**src/rwb_pkg.sv**
```systemverilog
// ----------------------------------------------------------------------------
// rwb_pkg: shared types and constants for the radial warp remapper
// Frame geometry, fixed point widths, register and opcode names, item structs.
// ----------------------------------------------------------------------------
package rwb_pkg;

  // Frame store geometry
  localparam int MAX_ROWS = 512;
  localparam int MAX_COLS = 1024;
  localparam int ROW_W    = $clog2(MAX_ROWS);
  localparam int COL_W    = $clog2(MAX_COLS);
  localparam int RSZ_W    = ROW_W + 1;      // holds MAX_ROWS itself
  localparam int CSZ_W    = COL_W + 1;
  localparam int ADDR_W   = ROW_W + COL_W;
  localparam int CH_W     = 8;
  localparam int PIX_W    = 3 * CH_W;

  // Fixed point: Q2.16 coordinates
  localparam int QF         = 16;
  localparam int DIV_STEPS  = QF + 1;       // quotient bits of idx*2^17/size
  localparam int SQRT_STEPS = 17;           // root bits
  localparam int ROOT_W     = SQRT_STEPS;
  localparam int XN_W       = QF + 2;
  localparam int SQ_W       = 36;
  localparam int XH_W       = QF + 3;
  localparam int T_W        = QF + 1;
  localparam int AR_W       = T_W + RSZ_W - 1;
  localparam int AC_W       = T_W + CSZ_W - 1;
  localparam int W_W        = 2 * CH_W + 1; // bilinear weight, up to 2^16
  localparam int ACC_W      = W_W + CH_W + 2;

  // Stream words
  localparam int DATA_W  = ROW_W + COL_W + PIX_W;
  localparam int TDATA_W = ((DATA_W + 7) / 8) * 8;

  // Output queue
  localparam int FIFO_DEPTH = 8;
  localparam int FPTR_W     = $clog2(FIFO_DEPTH);
  localparam int FCNT_W     = FPTR_W + 1;

  // Configuration
  localparam int CFG_W = 11;
  localparam logic REG_FRAME_ROWS = 1'b0;
  localparam logic REG_FRAME_COLS = 1'b1;
  localparam logic [RSZ_W-1:0] ROWS_RST = RSZ_W'(480);
  localparam logic [CSZ_W-1:0] COLS_RST = CSZ_W'(640);

  typedef enum logic {
    OP_WRITE = 1'b0,
    OP_READ  = 1'b1
  } op_t;

  typedef enum logic [1:0] {
    PH_P11 = 2'd0,
    PH_P21 = 2'd1,
    PH_P12 = 2'd2,
    PH_P22 = 2'd3
  } phase_t;

  typedef struct packed {
    op_t              op;
    logic [ROW_W-1:0] row;
    logic [COL_W-1:0] col;
    logic [PIX_W-1:0] pix;   // ch2, ch1, ch0 (ch0 low)
  } item_t;

  typedef struct packed {
    logic [ROW_W-1:0] i1;
    logic [ROW_W-1:0] i2;
    logic [COL_W-1:0] j1;
    logic [COL_W-1:0] j2;
    logic [CH_W-1:0]  u;
    logic [CH_W-1:0]  v;
  } samp_t;

  typedef struct packed {
    logic [ROW_W-1:0] row;
    logic [COL_W-1:0] col;
    logic [CH_W-1:0]  u;
    logic [CH_W-1:0]  v;
    logic [PIX_W-1:0] p11;
    logic [PIX_W-1:0] p21;
    logic [PIX_W-1:0] p12;
    logic [PIX_W-1:0] p22;
  } blend_in_t;

endpackage

```
**src/rwb_blend.sv**
```systemverilog
// ----------------------------------------------------------------------------
// rwb_blend: bilinear blend and output queue
// Weights in one stage, per-channel weighted sums in the next, then a small
// queue toward the master side with a slot count that gates new fetches.
// ----------------------------------------------------------------------------
module rwb_blend import rwb_pkg::*; (
  input  logic               clk,
  input  logic               rst,
  input  logic               bl_vld,
  input  blend_in_t          bl_in,
  input  logic               rd_take,
  output logic               credit_ok,
  output logic               m_tvalid,
  input  logic               m_tready,
  output logic [TDATA_W-1:0] m_tdata   // row, col, ch0, ch1, ch2, zero pad
);

  // Weight stage
  logic             w_vld;
  logic [W_W-1:0]   w11;
  logic [W_W-1:0]   w21;
  logic [W_W-1:0]   w12;
  logic [W_W-1:0]   w22;
  blend_in_t        w_in;
  logic [CH_W:0]    ua;
  logic [CH_W:0]    va;
  logic [CH_W:0]    ub;
  logic [CH_W:0]    vb;

  always_comb begin
    ub = (CH_W + 1)'(1 << CH_W) - (CH_W + 1)'(bl_in.u);
    vb = (CH_W + 1)'(1 << CH_W) - (CH_W + 1)'(bl_in.v);
    ua = (CH_W + 1)'(bl_in.u);
    va = (CH_W + 1)'(bl_in.v);
  end

  always_ff @(posedge clk) begin
    if (rst) begin
      w_vld <= 1'b0;
    end else begin
      w_vld <= bl_vld;
    end
  end

  // full 2^16 weight needs the 17-bit product
  always_ff @(posedge clk) begin
    w_in <= bl_in;
    w11  <= W_W'(ub) * W_W'(vb);
    w21  <= W_W'(ub) * W_W'(va);
    w12  <= W_W'(ua) * W_W'(vb);
    w22  <= W_W'(ua) * W_W'(va);
  end

  // Sum stage
  logic                  s_vld;
  logic [DATA_W-1:0]     s_word;
  logic [PIX_W-1:0]      blended;
  logic [ACC_W-1:0]      acc [3];

  always_comb begin
    for (int c = 0; c < 3; c++) begin
      acc[c] = ACC_W'(w11) * ACC_W'(w_in.p11[c*CH_W +: CH_W])
             + ACC_W'(w21) * ACC_W'(w_in.p21[c*CH_W +: CH_W])
             + ACC_W'(w12) * ACC_W'(w_in.p12[c*CH_W +: CH_W])
             + ACC_W'(w22) * ACC_W'(w_in.p22[c*CH_W +: CH_W]);
      blended[c*CH_W +: CH_W] = acc[c][2*CH_W +: CH_W];
    end
  end

  always_ff @(posedge clk) begin
    if (rst) begin
      s_vld <= 1'b0;
    end else begin
      s_vld <= w_vld;
    end
  end

  always_ff @(posedge clk) begin
    s_word <= {blended, w_in.col, w_in.row};
  end

  // Output queue
  logic [DATA_W-1:0] fifo [FIFO_DEPTH];
  logic [FPTR_W-1:0] wptr;
  logic [FPTR_W-1:0] rptr;
  logic [FCNT_W-1:0] fcnt;
  logic [FCNT_W-1:0] slots;
  logic              pop;

  assign pop       = m_tvalid && m_tready;
  assign m_tvalid  = fcnt != '0;
  assign m_tdata   = TDATA_W'(fifo[rptr]);
  assign credit_ok = slots < FCNT_W'(FIFO_DEPTH);

  always_ff @(posedge clk) begin
    if (s_vld) begin
      fifo[wptr] <= s_word;
    end
  end

  always_ff @(posedge clk) begin
    if (rst) begin
      wptr  <= '0;
      rptr  <= '0;
      fcnt  <= '0;
      slots <= '0;
    end else begin
      if (s_vld) begin
        wptr <= wptr + FPTR_W'(1);
      end
      if (pop) begin
        rptr <= rptr + FPTR_W'(1);
      end
      fcnt  <= fcnt + FCNT_W'(s_vld) - FCNT_W'(pop);
      // counts words from fetch end until they leave the queue
      slots <= slots + FCNT_W'(rd_take) - FCNT_W'(pop);
    end
  end

endmodule

```
**config.mk**
```make
export PLATFORM = sky130hd
export DESIGN_NAME = rwb_blend
export DESIGN_NICKNAME = d
export VERILOG_FILES = /design/src/rwb_pkg.sv /design/src/rwb_blend.sv
export SDC_FILE = /design/constraint.sdc
export NUM_CORES = 2
export LEC_CHECK = 0
export BUFFER_PORTS_ARGS = -buffer_cell sky130_fd_sc_hd__buf_2
export CAP_MARGIN = 40
export CORE_UTILIZATION = 35
export DETAILED_ROUTE_END_ITERATION = 10
export GPL_TIMING_DRIVEN = 0
export PLACE_DENSITY = 0.53
export SETUP_SLACK_MARGIN = 0.2
export SYNTH_ARGS = -nofsm -noshare
export SYNTH_HDL_FRONTEND = slang
export SYNTH_SLANG_ARGS = --single-unit
```
**constraint.sdc**
```tcl
create_clock -name clk -period 8 [get_ports clk]
set_input_delay 1.6 -clock clk [delete_from_list [all_inputs] [get_ports clk]]
set_output_delay 1.6 -clock clk [all_outputs]
set_load 0.01 [all_outputs]
```
==> results_dict.tcl <==
set metrics [dict create \
    outcome "finished, final reports clean" \
    grt_max_degree 22 \
    fin_crit_ps 7720 \
    hp-start "w_in[124]" \
    clock_tree.htree_level_count 3 \
    hold_path_end "s_word[2]" \
    dieHeight_um 468 \
    drv_slew 0 \
    yosys.cell_types.count 59 \
    ys_seq_area_share_pct 19.9 \
    reg2reg_to "s_word[25]" \
    cts.reportedPaths.clkPinSlew_ps 60 \
    report.final.hold_viol_count 0 \
    min_path_type "reg -> reg" \
    floorplan.die.width_um 468 \
    cts_inserted_buffers 68 \
    wl_mm 260 \
    crit_path_frequent_cell "sky130_fd_sc_hd__fa_1" \
    finish.net_count 9925 \
    critical_path_type "reg -> reg" \
    worstPathArrival_ps 8300 \
    die-area_um2 219000 \
    route.detailed.vias_per_inst 4.90 \
    final-setup-viol-count 0 \
    required_ps 8570 \
    worst_max_slew_pin_slew_ps 914 \
    synthCells 7305 \
    design.core.area_um2 215000 \
    ff2ff_setup_slack_ps 280 \
    critical_path_buf_inv_count 4 \
    largest_driver_fanout_on_the_critical_path 10 \
    wl_met1_mm 98.4 \
    io_buffer_count 172 \
    setup.worst_path.start_class "flop" \
    netlist_area_um2 76000 \
    rsz0062_at_grt "true" \
    cts_tree "yes" \
    relative_slew_margins_pct 38.7 \
    worstPathCellList "clkbuf_1 -> nand2_1 -> fa_1 -> fa_1 -> fa_1 -> inv_1 -> fa_1 -> fa_1 -> inv_1 -> fa_1 -> fa_1 -> fa_1 -> inv_1 -> ha_1 -> and4b_1 -> a221oi_4 -> o21ai_2 -> a22o_4 -> o31a_1 -> o21a_2 -> nor2_4 -> xnor2_4" \
    synth_top_flop_cell "sky130_fd_sc_hd__edfxtp_1" \
    postLayoutCoreUtil_pct 39.6 \
    remaining_drc_errors 0 \
    layout_worst_path_cycle_share_pct 96.5 \
    detail-route-antenna-nets 0 \
    syn_to_final_growth_pct 12.1 \
    ys_ff_latch 585 \
    synth_area_per_cell_um2 10.4 \
    highest_routed_metal_layer "met5" \
    synth-warning-count 0 \
    cts-root-to-sink-buffers 3 \
    achievable-frequency_ghz 0.130 \
    initialDrtViolationCount 3825 \
    endpoint_kind "flop" \
    antenna_found_initial 47 \
    post_drt_wl_per_cell_um 24.6 \
    worst_hold_path.num_cells 0 \
    layout-drive-gt1-share_pct 11.1 \
    synth_enable_flop_cells 344 \
    clock-skew-final_ps 43.0 \
    route.met3.wl_mm 19.2 \
    worst_path_dominant_cell_family "adder cells" \
    ff_to_ff_start "w_in[52]" \
    met2RoutedLength_mm 128 \
    clock_insertion_delay_worst_skew_ps 700 \
    std_cell_rows 170 \
    worstRegToRegCells 22 \
    drt-pass1-iter-count 8 \
    io_pins 186 \
    async_reset_ff_share_pct 0 \
    globalRoute.totalOverflow 0 \
    grt_util_all_layers_pct 24.3 \
    initial_utilization_pct 35.3 \
    grt_pass1_wl_mm 375 \
    clock-root-buffer "sky130_fd_sc_hd__clkbuf_16" \
    cts.sinks 585 \
    critical-path-slowest-cell "sky130_fd_sc_hd__fa_1" \
    route.vias.total 51900 \
    final_weighted_congestion_of_routability_driven_global_placement 0.948 \
    grt_pass1_vias 56300 \
    place_hpwl_mm 222 \
    drv_cap 0 \
    cp_slowest_stage_delay_ps 550 \
]
## layout make-up
type                            count  area [µm²]
Antenna cell                       14        35.0
Buffer                            337        1770
Clock buffer                       93        1920
Clock inverter                     32         334
Fill cell                       21300      130000
Inverter                         1795        6740
Multi-Input combinational cell   4592       53100
Sequential cell                   585       15300
Tap cell                         2838        3550
Timing Repair Buffer              301        2490
## layout by cell type, fill, tap and decap left out, types with 49 or more instances in the layout
cell and n:
sky130_fd_sc_hd__buf_4 49, sky130_fd_sc_hd__edfxtp_1 344, sky130_fd_sc_hd__clkbuf_1 149, sky130_fd_sc_hd__clkbuf_2 104, sky130_fd_sc_hd__ha_1 525, sky130_fd_sc_hd__dfxtp_1 155
sky130_fd_sc_hd__fa_1 1582, sky130_fd_sc_hd__clkbuf_16 71, sky130_fd_sc_hd__xnor2_1 115, sky130_fd_sc_hd__dfxtp_2 59, sky130_fd_sc_hd__inv_1 1795, sky130_fd_sc_hd__mux4_2 86
sky130_fd_sc_hd__nand2_1 1117, sky130_fd_sc_hd__and2_1 773, sky130_fd_sc_hd__buf_2 195, sky130_fd_sc_hd__nor2_1 63
## per-stage QoR
stage	hold WS, ps	area, µm²	TNS [ps]	std cells	setup WS (ps)
floorplan	310	76000	0	7309	1090
global placement	311	80400	-52990	10300	-2700
detailed placement	312	82000	-21620	10400	-1470
CTS	321	84800	0	10600	170
global route	330	85200	0	10600	132
finish	317	85200	0	10600	278
## worst max path at each step
stage / cells after the start / startpoint / to / slack (ps)
2_1_floorplan: 27 / w22[0] / s_word[25] / 1090
3_3_place_gp: 26 / w22[0] / s_word[24] / -2700
3_5_place_dp: 26 / w22[0] / s_word[24] / -1470
4_1_cts: 26 / w22[5] / s_word[26] / 170
5_1_grt: 25 / w22[5] / s_word[25] / 130
6_report: 22 / w_in[52] / s_word[25] / 280
## cell families (layout without fill, tap and decap cells)
family	after synthesis	after routing	share of synthesized area, %
other cells	1	19	0.00493
fa+ha+maj	2109	2109	50.4
mux	130	130	3.20
flops	585	585	19.9
compound gates	146	146	1.25
simple gates	2056	2056	13.0
buf+inv	2132	2558	10.6
xor+xnor	146	146	1.68
## what timing repair did
action	4_1_cts	5_1_grt
setup buffers	8	11
pin swaps	4	8
gates resized for setup	265	253
hold buffers	0	0
endpoints found under the hold margin	0	0
setup endpoints to repair	24	21
## registers in the layout (all words and copies together) (netlist names), 3 cells and up, named ones only
name and count:
w12 16, wptr 3, w21 16, w_in 115
w11 16, s_word 43, fifo 344, rptr 3
slots 4, fcnt 4, w22 16
## Yosys cell counts (all sizes together), types with 12 or more instances
library cell | n | share of area [%]
a21o | 19 | 0.19
nand3 | 12 | 0.079
dfxtp | 241 | 6.3
nand2 | 1117 | 5.5
mux2 | 43 | 0.64
nor3 | 18 | 0.12
ha | 525 | 8.6
nor2 | 71 | 0.35
a21oi | 47 | 0.31
xnor2 | 118 | 1.4
and2 | 773 | 6.4
mux4 | 86 | 2.5
inv | 1795 | 8.9
nor2b | 17 | 0.14
clkbuf | 319 | 1.6
edfxtp | 344 | 14
buf | 18 | 0.13
o21ai | 24 | 0.16
xor2 | 28 | 0.32
fa | 1584 | 42
## layer usage
layer / global-route usage [%] / vias up
met2: 41.5 / 1877
met5: 0 / -
met1: 29.5 / 27300
li1: - / 22200
met3: 4.10 / 503
met4: 12.2 / 10
Power is left out: the tool's default activity adds up to more than one toggle a clock period on the data nets, which glitch-free logic cannot reach.
